File: config.mk
export PLATFORM = sky130hd
export DESIGN_NAME = bbts_blend
export DESIGN_NICKNAME = d
export VERILOG_FILES = /design/src/rtl/core/bbts_pkg.sv /design/src/rtl/core/bbts_blend.sv
export SDC_FILE = /design/constraint.sdc
export NUM_CORES = 2
export LEC_CHECK = 0
export BUFFER_PORTS_ARGS = -buffer_cell sky130_fd_sc_hd__buf_2
export CAP_MARGIN = 25
export CORE_ASPECT_RATIO = 1.1
export CORE_MARGIN = 10
export CORE_UTILIZATION = 30
export DETAILED_ROUTE_END_ITERATION = 7
export GPL_TIMING_DRIVEN = 0
export HOLD_SLACK_MARGIN = 0.03
export SYNTH_ARGS = -nofsm -noshare
export SYNTH_HDL_FRONTEND = slang
export SYNTH_SLANG_ARGS = --single-unit
File: constraint.sdc
create_clock -name i_clk -period 8.15 [get_ports i_clk]
set_input_delay 2.0375 -clock i_clk [delete_from_list [all_inputs] [get_ports i_clk]]
set_output_delay 2.0375 -clock i_clk [all_outputs]
set_load 0.03 [all_outputs]
File: src/rtl/core/bbts_pkg.sv
package bbts_pkg;

    // Fixed field widths of the channels and the register port
    localparam int CFG_W     = 9;
    localparam int CFG_IDX_W = 1;
    localparam int COORD_W   = 32;
    localparam int PIX_W     = 8;
    localparam int SAMPLE_W  = 17;
    localparam int OUT_FRAC  = 16;

    // Item commands
    localparam logic CMD_WRITE  = 1'b0;
    localparam logic CMD_SAMPLE = 1'b1;

    // Register indexes
    localparam logic [CFG_IDX_W-1:0] CFG_IMAGE_WIDTH  = 1'b0;
    localparam logic [CFG_IDX_W-1:0] CFG_IMAGE_HEIGHT = 1'b1;

    typedef struct packed {
        logic                      cmd;
        logic signed [COORD_W-1:0] tex_u;
        logic signed [COORD_W-1:0] tex_v;
        logic [PIX_W-1:0]          pixel_x;
        logic [PIX_W-1:0]          pixel_y;
        logic                      pixel_bit;
    } t_in_item;

    typedef struct packed {
        logic [SAMPLE_W-1:0] sample_value;
        logic                write_ignored;
    } t_out_item;

    // Control that travels with an item down the back end
    typedef struct packed {
        logic cmd;
        logic ign;
    } t_tag;

    // Stage loads of the blend pipeline
    typedef struct packed {
        logic row;
        logic mul;
        logic sum;
    } t_blend_en;

endpackage

File: src/rtl/core/bbts_blend.sv
module bbts_blend
    import bbts_pkg::*;
#(
    parameter int FRAC_BITS = 16
) (
    input  logic                 i_clk,
    input  t_blend_en            i_en,
    input  t_tag                 i_tag,
    input  logic [3:0]           i_bits,
    input  logic [FRAC_BITS-1:0] i_xf,
    input  logic [FRAC_BITS-1:0] i_yf,
    output t_out_item            o_data
);

    localparam int WW    = FRAC_BITS + 1;
    localparam int PW    = 2 * WW;
    localparam int SHIFT = 2 * FRAC_BITS - OUT_FRAC;
    localparam logic [WW-1:0] FRAC_ONE = WW'(1) << FRAC_BITS;

    logic [WW-1:0] ux, uy, row0, row1;
    logic [WW-1:0] r_row0, r_row1, r_uy, r_yf;
    logic [PW-1:0] r_m0, r_m1, sum;
    t_tag          r_tag3, r_tag4;
    t_out_item     r_out;

    // Blend each row horizontally: bits only select the weights
    assign ux   = FRAC_ONE - WW'(i_xf);
    assign uy   = FRAC_ONE - WW'(i_yf);
    assign row0 = (i_bits[0] ? ux : '0) + (i_bits[1] ? WW'(i_xf) : '0);
    assign row1 = (i_bits[2] ? ux : '0) + (i_bits[3] ? WW'(i_xf) : '0);

    always_ff @(posedge i_clk) begin
        if (i_en.row) begin
            r_row0 <= row0;
            r_row1 <= row1;
            r_uy   <= uy;
            r_yf   <= WW'(i_yf);
            r_tag3 <= i_tag;
        end
    end

    // Weight the rows vertically
    always_ff @(posedge i_clk) begin
        if (i_en.mul) begin
            r_m0   <= PW'(r_row0) * PW'(r_uy);
            r_m1   <= PW'(r_row1) * PW'(r_yf);
            r_tag4 <= r_tag3;
        end
    end

    // Add, truncate to Q1.16 and form the result
    assign sum = r_m0 + r_m1;

    always_ff @(posedge i_clk) begin
        if (i_en.sum) begin
            r_out.sample_value  <= (r_tag4.cmd == CMD_SAMPLE) ?
                                   SAMPLE_W'(sum >> SHIFT) : '0;
            r_out.write_ignored <= (r_tag4.cmd == CMD_WRITE) && r_tag4.ign;
        end
    end

    assign o_data = r_out;

endmodule
==> impl_metrics.json <==
{
  "status": "finished, final reports clean",
  "ys_types": 64,
  "setup_slack_ns": 0.5765,
  "syn_nets": 3473,
  "ys_top_cells_by_area": "fa_1, edfxtp_1, ha_1, and2_1, inv_1",
  "dieArea_sq_um": 99670,
  "first_pass_iters": 5,
  "worstSetupPathType": "register to register",
  "tightest_slew_ns": 0.9431,
  "ff2ff_setup_slack_ns": 0.58,
  "skew_ns": 0.01020,
  "cp-start-kind": "register",
  "cts_inserted_buffers": 17,
  "ios": 60,
  "io_buffers": 59,
  "fin_crit_ns": 7.573,
  "grt_pass1_vias": 19550,
  "fmax_mhz": 132.0,
  "hold_violations": 0,
  "core-area_sq_um": 86530,
  "timing.rr.start": "r_row0[10]",
  "area_growth_pct": 8.868,
  "root_buffer": "clkbuf_16",
  "grt_max_degree": 69,
  "min-delay-start": "r_tag3[1]",
  "max_stage_delay_ns": 0.65,
  "clk_pin_slew_ns": 0.07,
  "tns_ns": 0,
  "viasPerCell": 4.664,
  "min_period_over_period_pct": 92.93,
  "htree_levels": 4,
  "clockBufferDepth": 2,
  "start_util_pct": 30.31,
  "path_max_fanout": 10,
  "crit_end": "r_m0[32]",
  "max_cap_viol_count": 0,
  "endpoint_kind": "register",
  "path_cells": "clkbuf_1, nand2_1, fa_1, fa_1, inv_1, fa_1, inv_1, fa_1, inv_1, fa_1, inv_1, fa_1, inv_1, ha_1, and3_1, a221oi_1, o21ai_1, a22oi_1, a21oi_1, o21ai_1, a21oi_1, mux2i_1, o311ai_0, buf_2",
  "maxSlewHeadroom_pct": 37.13,
  "synth.avg_cell_area_sq_um": 9.629,
  "yosysWarnings": 0,
  "yosysTopAreaCell": "fa_1",
  "die_h_um": 330.1,
  "final_util_pct": 33.00,
  "insertion_delay_ns": 0.46,
  "cts_sinks": 154,
  "synth-seq-cells": 154,
  "reg2reg_depth": 24,
  "place_congestion": 0.8950,
  "layout_commonest_cell": "inv_1",
  "synth_top_area_share_pct": 33.05,
  "die_x_um": 301.9,
  "crit_family": "adder cells",
  "critPathMostFrequentCell": "fa_1",
  "cts_tree": "yes",
  "ant_nets": 0,
  "required_ns": 8.36,
  "crit_buf_inv": 7,
  "ys.flop_type": "edfxtp_1",
  "layout_common_cells": "inv_1, fa_1, nand2_1",
  "track_usage_pct": 14.19,
  "yosysSeqAreaShare_pct": 17.63,
  "cp_slowest_cell": "clkbuf_1",
  "nets": 3553,
  "place_ws_ns": 0.6476,
  "synth-edff-count": 154,
  "netlist_area_sq_um": 26230,
  "synthArstFlopShare_pct": 0,
  "rsz0062_at_grt": "no",
  "hpwl_um": 58030,
  "rr_endpoint": "r_m0[32]",
  "antenna_found_initial": 10,
  "cp.depth": 24,
  "grt_pass1_wl_um": 109600,
  "crit_arrival_ns": 7.78,
  "routed_wirelength_um": 68930,
  "setup_viol": 0,
  "drt_iter0_markers": 1185,
  "hold_path_class": "register to register",
  "rows": 113,
  "postCtsHoldBufs": 0,
  "wl_per_cell_um": 17.35,
  "gr-total-overflow": 0,
  "slew_violations": 0,
  "cp-startpoint": "r_row0[10]",
  "postSynthCellCount": 2724,
  "post_route_cells_drive_above_1_share_pct": 3.976,
  "num_vias": 18530,
  "cts.repair.resized": 0,
  "cts_setup_buffers": 0,
  "route.detailed.drc": 0,
  "fillers": 9023
}
cell usage after synthesis (4+ instances only):
cell / n
and2_1: 323
o21ai_0: 34
nor2_1: 52
nand2_1: 364
o21ai_1: 8
a21boi_0: 7
a21oi_2: 4
o21a_1: 7
a31o_2: 5
a21oi_1: 75
a21o_1: 56
a31oi_1: 7
edfxtp_1: 154
fa_1: 433
nand2b_1: 7
xnor2_1: 87
xor2_1: 36
clkbuf_1: 80
nand3_1: 30
nor4_1: 4
o31ai_1: 5
nor3_1: 23
and3_1: 14
ha_1: 274
o21bai_1: 11
nand4_1: 11
nor2b_1: 11
or3_1: 8
inv_1: 537
a211oi_1: 8
logic make-up after synthesis:
logic type               count (synthesis)  share of synthesized area, %
AO/OA/AOI/OAI                          263                         6.917
multiplexers                             2                       0.07633
adder cells (fa/ha/maj)                707                         46.12
buffers and inverters                  617                         8.830
AND/OR/NAND/NOR                        858                         16.32
XOR/XNOR                               123                         4.107
flip-flops                             154                         17.63
worst register-to-register path, stage by stage (launching register included):
cell      delay, ns
edfxtp_1       0.57
clkbuf_1       0.65
nand2_1        0.19
fa_1           0.56
fa_1           0.55
inv_1          0.05
fa_1           0.49
inv_1          0.05
fa_1           0.53
inv_1          0.05
fa_1           0.47
inv_1          0.05
fa_1           0.48
inv_1          0.04
ha_1           0.34
and3_1         0.25
a221oi_1       0.37
o21ai_1        0.19
a22oi_1        0.37
a21oi_1        0.16
o21ai_1        0.18
a21oi_1        0.13
mux2i_1        0.16
o311ai_0       0.23
buf_2          0.22
through the flow:
step,hold WS (ns),instances,instance area [sq um]
after global routing,0.4272,3967,28540
after detailed placement,0.4057,3935,27990
after floorplan,0.4003,2724,26230
after global placement,0.4024,3933,27960
final,0.4264,3972,28550
after CTS,0.4226,3967,28540
how the worst min path moves through the flow:
stage / end / slack, ns / cells after the start
floorplan: r_tag4[0] / 0.40 / 0
global placement: r_tag4[1] / 0.40 / 0
detailed placement: r_tag4[1] / 0.41 / 0
CTS: r_tag4[1] / 0.42 / 0
global route: r_tag4[1] / 0.43 / 0
finish: r_tag4[1] / 0.43 / 0
per-layer routing:
layer	vias to the layer above	global-route usage, %	share of wire, %
li1	8673	-	-
met2	507	23.60	47
met3	78	2.704	6.2
met1	9261	18.78	45
met4	6	3.500	2.0
met5	-	0	0.051
sequential cells by signal, summed over array words and instances (netlist names):
register  flops
o_data       18
r_m0         33
r_m1         33
r_row0       17
r_row1       17
r_tag3        2
r_tag4        2
r_uy         17
r_yf         15
area by class of cell:
type	instances	area [sq um]	area share, %
inverter	537	2016	7.059
timing repair buffer	61	322.8	1.130
sequential	154	4624	16.19
tap	1150	1439	5.039
clock buffer	20	436.7	1.529
multi-input combinational	1953	19290	67.55
clock inverter	12	115.1	0.4031
buffer	80	300.3	1.052
antenna	5	12.51	0.04382
Power is left out: the tool's default activity adds up to more than one toggle a clock period on the data nets, which glitch-free logic cannot reach.
