File: src/rtl/core/bbts_pkg.sv
package bbts_pkg;

    // Fixed field widths of the channels and the register port
    localparam int CFG_W     = 9;
    localparam int CFG_IDX_W = 1;
    localparam int COORD_W   = 32;
    localparam int PIX_W     = 8;
    localparam int SAMPLE_W  = 17;
    localparam int OUT_FRAC  = 16;

    // Item commands
    localparam logic CMD_WRITE  = 1'b0;
    localparam logic CMD_SAMPLE = 1'b1;

    // Register indexes
    localparam logic [CFG_IDX_W-1:0] CFG_IMAGE_WIDTH  = 1'b0;
    localparam logic [CFG_IDX_W-1:0] CFG_IMAGE_HEIGHT = 1'b1;

    typedef struct packed {
        logic                      cmd;
        logic signed [COORD_W-1:0] tex_u;
        logic signed [COORD_W-1:0] tex_v;
        logic [PIX_W-1:0]          pixel_x;
        logic [PIX_W-1:0]          pixel_y;
        logic                      pixel_bit;
    } t_in_item;

    typedef struct packed {
        logic [SAMPLE_W-1:0] sample_value;
        logic                write_ignored;
    } t_out_item;

    // Control that travels with an item down the back end
    typedef struct packed {
        logic cmd;
        logic ign;
    } t_tag;

    // Stage loads of the blend pipeline
    typedef struct packed {
        logic row;
        logic mul;
        logic sum;
    } t_blend_en;

endpackage

File: src/rtl/core/bbts_axis.sv
module bbts_axis
    import bbts_pkg::*;
#(
    parameter int MAX_SIZE  = 256,
    parameter int FRAC_BITS = 16
) (
    input  logic                        i_clk,
    input  logic                        i_en,
    input  logic [FRAC_BITS-1:0]        i_frac,
    input  logic [CFG_W-1:0]            i_size_raw,
    output logic [$clog2(MAX_SIZE)-1:0] o_p0,
    output logic [$clog2(MAX_SIZE)-1:0] o_p1,
    output logic [FRAC_BITS-1:0]        o_fr,
    output logic [CFG_W-1:0]            o_size
);

    localparam int IW       = $clog2(MAX_SIZE);
    localparam int SW       = FRAC_BITS + CFG_W;
    localparam int SIZE_LIM = (1 << CFG_W) - 1;
    localparam logic [CFG_W-1:0] SIZE_CAP =
        (MAX_SIZE > SIZE_LIM) ? CFG_W'(SIZE_LIM) : CFG_W'(MAX_SIZE);

    logic [CFG_W-1:0] eff;
    logic [SW-1:0]    r_s;
    logic [CFG_W-1:0] r_size;
    logic [CFG_W-1:0] p0_w;
    logic [CFG_W:0]   p0_inc;

    // Clamp the size register to the usable range
    always_comb begin
        if (i_size_raw == '0) begin
            eff = CFG_W'(1);
        end else if (i_size_raw > SIZE_CAP) begin
            eff = SIZE_CAP;
        end else begin
            eff = i_size_raw;
        end
    end

    // Scale the fraction by the size
    always_ff @(posedge i_clk) begin
        if (i_en) begin
            r_s    <= SW'(i_frac) * SW'(eff);
            r_size <= eff;
        end
    end

    // Split into pixel, wrapped neighbour and in-pixel fraction
    assign p0_w   = r_s[SW-1:FRAC_BITS];
    assign p0_inc = {1'b0, p0_w} + (CFG_W+1)'(1);
    assign o_p0   = IW'(p0_w);
    assign o_p1   = (p0_inc < {1'b0, r_size}) ? IW'(p0_inc) : '0;
    assign o_fr   = r_s[FRAC_BITS-1:0];
    assign o_size = r_size;

endmodule

File: config.mk
export PLATFORM = sky130hd
export DESIGN_NAME = bbts_axis
export DESIGN_NICKNAME = d
export VERILOG_FILES = /design/src/rtl/core/bbts_pkg.sv /design/src/rtl/core/bbts_axis.sv
export SDC_FILE = /design/constraint.sdc
export NUM_CORES = 1
export LEC_CHECK = 0
export BUFFER_PORTS_ARGS = -buffer_cell sky130_fd_sc_hd__buf_2
export CORE_ASPECT_RATIO = 1.5
export CORE_MARGIN = 1
export CORE_UTILIZATION = 58
export DETAILED_ROUTE_END_ITERATION = 8
export PLACE_DENSITY = 0.84
export SYNTH_ARGS = -nofsm -noshare
export SYNTH_HDL_FRONTEND = slang
export SYNTH_SLANG_ARGS = --single-unit
File: constraint.sdc
create_clock -name i_clk -period 8.1 [get_ports i_clk]
set_clock_uncertainty 0.2 [all_clocks]
set_input_delay 1.215 -clock i_clk [delete_from_list [all_inputs] [get_ports i_clk]]
set_output_delay 1.215 -clock i_clk [all_outputs]
set_load 0.1 [all_outputs]
==> flow_metrics.py, run 1 <==
metrics = {
    "sta": {
        "slew_headroom_pct": 50.5,
        "hold_viol": 0,
        "rsz0062_at_grt": "no",
        "maxSlewViolCount": 0,
        "period_share_pct": 75.2,
        "tns_ns": 0,
        "worstMarginPinSlew_ns": 0.743,
        "max_freq_mhz": 164,
        "setup-violations-final": 0,
        "period_minus_slack_ns": 6.09,
    },
    "global_route": {
        "antenna_found_initial": 0,
        "overflow": 0,
        "track_usage_pct": 27.1,
        "grt_pass1_vias": 5202,
        "grt_max_degree": 35,
        "grt_pass1_wl_um": 23400,
    },
    "clocking": {
        "clock-root-buffer": "clkbuf_16",
        "clk_path_buf_depth": 2,
        "numCtsBuffers": 5,
        "cts_max_level": 2,
        "cts_hold_buf": 0,
        "clk_pin_slew_ns": 0.06,
        "cts_tree": "yes",
        "cts.sinks": 34,
        "cts_resized": 0,
        "cts_setup_buffers": 0,
    },
    "place": {
        "dp_hpwl_um": 11100,
        "placed_cells": 856,
        "dpl_cell_area_um2": 6600,
        "port-buffer-count": 67,
        "gp_congestion": 0.898,
    },
    "critical_path": {
        "cp_max_fo": 25,
        "path_buf_inv": 6,
        "max_stage_delay_ns": 0.56,
        "cp-end-kind": "register",
        "cp_slowest_cell": "fa_1",
        "path_class": "in -> reg",
        "critical_path_cell_count": 18,
        "crit_path_start_kind": "input port",
        "cpLargestDelayFamily": "adder cells",
        "required_ns": 7.92,
        "path_cells": "buf_2 -> nor2b_1 -> buf_4 -> and2_1 -> fa_1 -> inv_1 -> fa_1 -> inv_1 -> fa_1 -> inv_1 -> fa_1 -> inv_1 -> ha_1 -> a21oi_1 -> a21boi_1 -> o21ai_1 -> o221ai_1 -> xor2_1",
        "cp.arrival_ns": 5.92,
    },
    "logic_synthesis": {
        "synth_area_per_cell_um2": 9.21,
        "netlist-cell-type-count": 44,
        "syn-instance-count": 683,
        "synth_seq_cells": 34,
        "ys_warn_count": 0,
        "yosysSeqAreaShare_pct": 16.2,
        "synth_area_um2": 6290,
        "synth_fp_nets": 863,
    },
    "final_layout": {
        "nNetsFinal": 899,
        "fillCellCount": 890,
        "antenna_cells": 0,
        "layout-drive-gt1-share_pct": 12.6,
        "stdcell_count": 864,
        "final_core_util_pct": 63.9,
        "postLayoutCellArea_um2": 6770,
        "synthToLayoutAreaGrowth_pct": 7.68,
    },
    "drt": {
        "routed_wl_um": 13600,
        "routedWlPerCell_um": 15.8,
        "first_pass_iters": 5,
        "avgViaCountPerCell": 5.49,
        "drc": 0,
        "first_iter_violations": 213,
        "vias": 4740,
        "drtAntennaViolNets": 0,
    },
    "worst_hold_path": {
        "hp-class": "in -> reg",
        "min_path_cells": 2,
    },
    "floorplanning": {
        "die_w_um": 87.0,
        "initial_core_util_pct": 59.4,
        "die_area_um2": 11300,
        "core_area_um2": 10600,
        "ioPinCount": 68,
        "die_h_um": 130,
        "row_count": 46,
    },
    "power": {
        "vdd_drop_max_uv": 243,
        "power.density_nw_per_um2": 292,
        "p_leak_nw": 3.44,
    },
    "run_status": {
        "status": "finished clean",
    },
    "job": {
        "max-cap-violations": 0,
    },
}
==> layout by cell type (no fill, tap or decap), drive strengths merged, types with 2 or more instances in the layout <==
cell type and count:
a2111oi 2, a21boi 4, a21o 8, a21oi 18, a31oi 5, and2 85, and3 3, buf 75
clkbuf 5, clkinvlp 2, edfxtp 34, fa 99, ha 54, inv 133, nand2 81, nand2b 3
nand3 14, nand4 2, nor2 16, nor2b 14, nor3 4, nor3b 5, o211ai 5, o21ai 11
o31ai 2, or3 2, xnor2 21, xor2 5
==> power breakdown <==
group | internal (mW) | switching, mW | total [mW]
clock network | 0.145 | 0.0733 | 0.218
registers | 0.277 | 0.0327 | 0.310
logic | 0.397 | 1.05 | 1.45
total | 0.819 | 1.16 | 1.98
==> path summary, 6_finish.rpt <==
path / slack (ns) / end / from
setup / recovery: 2.01 / r_s[22] / i_size_raw[8]
hold / removal: 1.14 / r_s[0] / i_frac[0]
==> logic make-up after synthesis <==
kind of cell    Yosys count  synth area share, %
buf+inv                 179                 12.1
flops                    34                 16.2
xor+xnor                 26                 3.62
fa+ha+maj               153                 42.3
compound gates           60                 6.57
simple gates            231                 19.2
==> synth_stat cells (all sizes together) <==
library cell	count	area, um2
a2111oi	2	42.5
a211oi	1	7.51
a21boi	4	30.0
a21o	8	61.3
a21oi	18	90.1
a221oi	1	8.76
a31oi	5	31.3
and2	85	532
and3	3	20.0
buf	30	203
clkbuf	16	60.1
edfxtp	34	1020
fa	99	1980
ha	54	676
inv	133	499
nand2	81	312
nand2b	3	18.8
nand3	14	70.1
nand3b	1	7.51
nand4	2	12.5
nor2	16	60.1
nor2b	14	87.6
nor3	4	20.0
nor3b	5	48.8
nor4	1	6.26
o211ai	5	42.5
o21a	1	7.51
o21ai	11	55.1
o21bai	1	7.51
o221ai	1	8.76
o31ai	2	20.0
or3	2	12.5
xnor2	21	184
xor2	5	43.8
==> routing by layer <==
| layer | wire length (um) | GRT usage, % | vias to the layer above |
|---|---|---|---|
| met4 | 753 | 17.5 | 0 |
| met2 | 7650 | 50.2 | 177 |
| met5 | 0 | 0 | - |
| li1 | - | - | 2154 |
| met3 | 554 | 2.87 | 64 |
| met1 | 4680 | 28.9 | 2345 |
==> sequential cells by signal, indices dropped and copies added, names as in the netlist <==
| signal | cells |
|---|---|
| o_size | 9 |
| r_s | 25 |
==> metrics by stage <==
stage / worst slack (ns) / power [mW] / hold slack [ns]
after floorplan: 1.92 / 1.55 / 1.13
after global placement: 1.86 / 1.72 / 1.42
after detailed placement: 1.75 / 1.76 / 1.43
after CTS: 2.03 / 1.98 / 1.14
after global routing: 1.70 / 2.11 / 1.17
final: 2.01 / 1.98 / 1.14
==> layout make-up <==
| class | instances | area, um2 | share of cell area, % |
|---|---|---|---|
| inverters | 133 | 499 | 7.37 |
| repair buffers | 75 | 395 | 5.84 |
| multi-input cells | 470 | 4510 | 66.5 |
| clock buffers | 5 | 125 | 1.85 |
| well taps | 144 | 180 | 2.66 |
| clock inverters | 3 | 45.0 | 0.665 |
| flip-flops and latches | 34 | 1020 | 15.1 |
Note: power is estimated with default switching activity, not from simulation.
==> run 2, diff against run 1 <==
Settings changed: ABC_AREA set to 1, CORE_UTILIZATION 58 to 56.
Clock period 8.1 ns to 5.38 ns, I/O delays scaled along.
==> flow_metrics.py, run 2 <==
metrics = {
    "run_status": {
        "status": "finished clean",
    },
    "sta": {
        "period_share_pct": 97.6,
        "max_freq_mhz": 190,
        "rsz0062_at_grt": "yes",
        "maxSlewViolCount": 0,
        "setup-violations-final": 0,
        "worstMarginPinSlew_ns": 0.743,
        "period_minus_slack_ns": 5.25,
        "hold_viol": 0,
        "slew_headroom_pct": 50.4,
        "worst_hold_slack_ns": 0.662,
    },
    "logic_synthesis": {
        "yosysSeqAreaShare_pct": 15.7,
        "yosys-top-cells-count": "inv_1, nand2_1, nor2_1, fa_1, ha_1",
        "synth_fp_nets": 1034,
        "synthFlopType": "edfxtp_1",
        "synth_area_per_cell_um2": 7.62,
        "synth_seq_cells": 34,
        "synth_enable_flop_cells": 34,
        "synthArstFlopShare_pct": 0,
        "synth_top_cell_area_share_pct": 30.5,
        "yosys-top-cells-area": "fa_1, edfxtp_1, inv_1",
        "synth.most_common_cell": "inv_1",
        "syn-instance-count": 854,
        "synth.largest_area_cell": "fa_1",
        "netlist-cell-type-count": 25,
        "synth_area_um2": 6500,
        "ys_warn_count": 0,
    },
    "clocking": {
        "numCtsBuffers": 5,
        "clk_pin_slew_ns": 0.05,
        "clock-root-buffer": "clkbuf_16",
        "cts_tree": "yes",
        "cts.sinks": 34,
        "clk_path_buf_depth": 2,
        "cts_max_level": 2,
    },
    "critical_path": {
        "crit_path_start": "i_size_raw[4]",
        "cp_max_fo": 6,
        "max_stage_delay_ns": 0.56,
        "cp-end-kind": "register",
        "path_class": "in -> reg",
        "cp.arrival_ns": 5.08,
        "cp_slowest_cell": "fa_1",
        "crit_top_cell": "inv_1",
        "path_cells": "buf_2 -> inv_1 -> nand4_1 -> nor2_2 -> nand2_2 -> a21oi_4 -> buf_6 -> nand2_1 -> fa_1 -> inv_1 -> fa_1 -> fa_1 -> inv_1 -> fa_1 -> inv_1 -> ha_4 -> nand2_2 -> inv_1 -> a21oi_2 -> nor2_1 -> nor2_1 -> nand2_1 -> nand2_1 -> nand2_1",
        "endpoint": "r_s[18]",
        "required_ns": 5.21,
        "crit_path_start_kind": "input port",
    },
    "floorplanning": {
        "ioPinCount": 68,
        "die_h_um": 134,
        "die_w_um": 90,
        "core_area_um2": 11200,
        "initial_core_util_pct": 58.2,
        "die_area_um2": 12100,
        "row_count": 47,
    },
    "job": {
        "max-cap-violations": 0,
    },
    "final_layout": {
        "nNetsFinal": 1147,
        "largest_reg_flops": 25,
        "final_common_cell": "inv_1",
        "final_cell_mix": "inv_1, nand2_1, fa_1, nor2_1, buf_4",
        "antenna_cells": 0,
        "synthToLayoutAreaGrowth_pct": 22.3,
        "max_flop_register": "r_s",
        "layout-drive-gt1-share_pct": 24.3,
        "stdcell_count": 1115,
    },
    "global_route": {
        "track_usage_pct": 28.1,
        "grt_pass1_wl_um": 26500,
        "overflow": 0,
        "grt_pass1_vias": 5943,
        "antenna_found_initial": 0,
        "grt_max_degree": 35,
    },
    "drt": {
        "avgViaCountPerCell": 5.23,
        "vias": 5827,
        "drtAntennaViolNets": 0,
        "first_pass_iters": 7,
        "drc": 0,
        "first_iter_violations": 358,
        "routed_wl_um": 17200,
        "routedWlPerCell_um": 15.4,
    },
    "worst_hold_path": {
        "min_path_cells": 2,
        "hp-class": "in -> reg",
    },
    "place": {
        "dp_hpwl_um": 13600,
        "gp_congestion": 0.934,
        "port-buffer-count": 67,
        "placed_cells": 1101,
    },
    "power": {
        "vdd_drop_max_uv": 362,
        "power.density_nw_per_um2": 448,
        "p_leak_nw": 4.49,
    },
}
-- run 2: how the worst min path moves through the flow --
stage                         start   endpoint  slack (ns)
after floorplan                i_en  o_size[0]        0.72
after global placement    i_frac[0]     r_s[0]        0.94
after detailed placement  i_frac[0]     r_s[0]        0.95
after CTS                 i_frac[0]     r_s[0]        0.66
after global routing      i_frac[0]     r_s[0]        0.67
final                     i_frac[0]     r_s[0]        0.66
-- run 2: metrics by stage --
| step | util [%] | setup TNS, ns | setup WS (ns) | cell area [um2] | power [mW] |
|---|---|---|---|---|---|
| after floorplan | - | 0 | 0.135 | 6500 | 2.30 |
| after global placement | 65.3 | -1.75 | -0.213 | 7300 | 2.80 |
| after detailed placement | 65.3 | -2.98 | -0.270 | 7300 | 2.85 |
| after CTS | 67.0 | 0 | 0.00716 | 7490 | 3.25 |
| after global routing | 71.2 | -0.782 | -0.164 | 7960 | 3.78 |
| final | 71.2 | 0 | 0.127 | 7960 | 3.56 |
-- run 2: critical path: cells and delay by family --
family	cells	cell delay [ns]
fa+ha+maj	5	2.32
compound gates	2	0.39
simple gates	10	0.97
buf+inv	7	0.58
-- run 2: final cells by class --
| cell class | count | area, um2 |
|---|---|---|
| clock inverter | 3 | 68.8 |
| multi-input combinational | 549 | 4740 |
| inverter | 235 | 885 |
| tap | 147 | 184 |
| clock buffer | 5 | 125 |
| fill | 817 | 3220 |
| sequential | 34 | 1020 |
| timing repair buffer | 142 | 930 |
-- run 2: routing by layer --
| layer | share of wire, % | GRT usage, % |
|---|---|---|
| met1 | 34 | 28.6 |
| met2 | 53 | 53.3 |
| met3 | 5.5 | 2.72 |
| met4 | 7.0 | 19.5 |
| met5 | 0 | 0 |
-- run 2: cells by family (layout without fill, tap and decap cells) --
family,Yosys count,after routing,synth area share (%)
adder cells (fa/ha/maj),153,153,40.9
AND/OR/NAND/NOR,360,360,22.2
flip-flops,34,34,15.7
buffers and inverters,271,385,17.3
XOR/XNOR,16,16,2.15
AO/OA/AOI/OAI,20,20,1.79
-- run 2: repair_timing --
| item | 4_1_cts | 5_1_grt |
|---|---|---|
| gates resized for setup | 0 | 91 |
| buffers inserted | 0 | 6 |
| endpoints found under the hold margin | 0 | 0 |
| endpoints found under the setup margin | 0 | 16 |
| hold buffers | 0 | 0 |
-- run 2: power breakdown --
group          leakage (nW)  internal (mW)  switching, mW  total, mW
Sequential            0.330          0.416         0.0425      0.458
Clock                0.0940          0.266          0.108      0.374
Combinational          4.07          0.867           1.86       2.73
==> run 3, diff against run 2 <==
Settings changed: BUFFER_PORTS_ARGS -buffer_cell sky130_fd_sc_hd__buf_2 to not set, CORE_UTILIZATION 56 to 58, DONT_BUFFER_PORTS set to 1, PLACE_DENSITY 0.84 to 0.81, SLEW_MARGIN set to 0.
==> flow_metrics.py, run 3 (synthesis gave the netlist of run 2 again) <==
metrics = {
    "run_status": {
        "status": "finished clean",
    },
    "sta": {
        "hold_viol": 0,
        "slew_headroom_pct": 35.7,
        "period_minus_slack_ns": 5.22,
        "period_share_pct": 96.9,
        "max_freq_mhz": 192,
        "tns_ns": 0,
        "maxSlewViolCount": 0,
        "setup-violations-final": 0,
        "worstMarginPinSlew_ns": 0.965,
    },
    "clocking": {
        "clk_pin_slew_ns": 0.06,
        "clock-root-buffer": "clkbuf_16",
        "cts_max_level": 2,
        "cts_tree": "yes",
        "numCtsBuffers": 5,
        "clk_path_buf_depth": 2,
        "cts.sinks": 34,
    },
    "drt": {
        "drc": 0,
        "vias": 5424,
        "drtAntennaViolNets": 0,
        "routedWlPerCell_um": 15.3,
        "routed_wl_um": 16200,
        "first_pass_iters": 5,
        "avgViaCountPerCell": 5.15,
        "first_iter_violations": 368,
    },
    "worst_hold_path": {
        "holdPathEnd": "o_size[8]",
        "min_path_cells": 0,
        "hp-start": "i_size_raw[8]",
        "hp-class": "in -> reg",
    },
    "floorplanning": {
        "die_area_um2": 11700,
        "die_w_um": 88.5,
        "ioPinCount": 68,
        "core_area_um2": 11000,
        "initial_core_util_pct": 59.2,
        "die_h_um": 132,
        "row_count": 47,
    },
    "power": {
        "p_leak_nw": 4.21,
        "power.density_nw_per_um2": 440,
        "vdd_drop_max_uv": 279,
    },
    "final_layout": {
        "max_flop_register": "r_s",
        "layout-drive-gt1-share_pct": 16.3,
        "antenna_cells": 0,
        "final_common_cell": "inv_1",
        "largest_reg_flops": 25,
        "final_cell_mix": "inv_1, nand2_1, fa_1, nor2_1, buf_4",
        "nNetsFinal": 1085,
        "synthToLayoutAreaGrowth_pct": 14.9,
        "final_core_util_pct": 68.0,
    },
    "global_route": {
        "track_usage_pct": 29.4,
        "grt_max_degree": 35,
        "antenna_found_initial": 0,
        "overflow": 0,
        "grt_pass1_wl_um": 25800,
        "grt_pass1_vias": 5799,
    },
    "critical_path": {
        "path_class": "in -> reg",
        "cp_max_fo": 6,
        "path_cells": "inv_1 -> nand4_1 -> nor2_4 -> nor2_4 -> nor2_4 -> buf_6 -> clkinvlp_4 -> buf_4 -> nor2_1 -> fa_1 -> fa_1 -> ha_1 -> inv_1 -> fa_1 -> inv_1 -> ha_1 -> nand3_1 -> buf_4 -> nor2_1 -> nand2_1 -> nand3_2 -> nand2_1 -> nand3_1 -> nand2_1",
        "required_ns": 5.23,
        "crit_path_start_kind": "input port",
        "max_stage_delay_ns": 0.51,
        "cp_slowest_cell": "fa_1",
        "cp.arrival_ns": 5.07,
        "cp-end-kind": "register",
    },
    "place": {
        "dp_hpwl_um": 13000,
        "port-buffer-count": 0,
        "gp_congestion": 0.970,
    },
    "job": {
        "max-cap-violations": 0,
    },
}
[run 3: changes by cell type in the layout (fill, tap and decap cells not counted), sizes merged]
| cell | previous run | this run |
|---|---|---|
| buf | 142 | 79 |
| bufinv | 2 | 1 |
| clkinv | 2 | 1 |
| clkinvlp | 0 | 5 |
| inv | 234 | 232 |
[run 3: layout make-up]
class | count | area, um2
Multi-Input combinational cell | 549 | 4590
Fill cell | 872 | 3520
Sequential cell | 34 | 1020
Inverter | 235 | 895
Timing Repair Buffer | 79 | 608
Tap cell | 147 | 184
Clock buffer | 5 | 125
Clock inverter | 3 | 45.0
Timing Repair inverter | 1 | 7.51
[run 3: worst max path at each step]
stage / from / to / cells past startpoint
final: i_size_raw[7] / r_s[22] / 24
after global routing: i_size_raw[3] / r_s[23] / 21
after CTS: i_size_raw[3] / r_s[19] / 24
after detailed placement: i_size_raw[3] / r_s[19] / 24
after global placement: i_size_raw[2] / r_s[19] / 21
after floorplan: i_size_raw[2] / r_s[21] / 22
[run 3: layer usage]
metal / GRT usage (%) / up-vias / share of wire [%]
met2: 53.8 / 198 / 54
met4: 18.0 / 0 / 7.1
li1: - / 2558 / -
met3: 3.64 / 79 / 4.8
met5: 0 / - / 0
met1: 30.7 / 2589 / 34
[run 3: report_power, final]
group          switching, mW  internal, mW
registers              0.378         0.419
clock network          0.117         0.218
logic                   1.40         0.755
total                   1.89          1.39
[run 3: worst max-delay path, delay by kind of cell]
family / cells / cell delay [ns]
and+or+nand+nor: 12 / 1.30
buffers and inverters: 7 / 0.78
adders and majority gates: 5 / 2.13
[run 3: per-stage QoR]
stage | instance area [um2] | std cells | power, mW | hold WS, ns | setup WS (ns)
after floorplan | 6500 | 854 | 2.30 | 0.719 | 0.135
after global placement | 7020 | 1039 | 2.75 | 0.711 | -0.0380
after detailed placement | 7020 | 1039 | 2.79 | 0.711 | -0.141
after CTS | 7190 | 1047 | 3.13 | 0.414 | 0.0856
after global routing | 7470 | 1053 | 3.54 | 0.418 | -0.0659
final | 7470 | 1053 | 3.29 | 0.421 | 0.165
[run 3: timing repair]
| item | CTS | global route |
|---|---|---|
| gates resized for setup | 0 | 55 |
| buffers inserted | 0 | 5 |
| hold buffers | 0 | 0 |
| setup endpoints to repair | 0 | 14 |
| endpoints found under the hold margin | 0 | 0 |
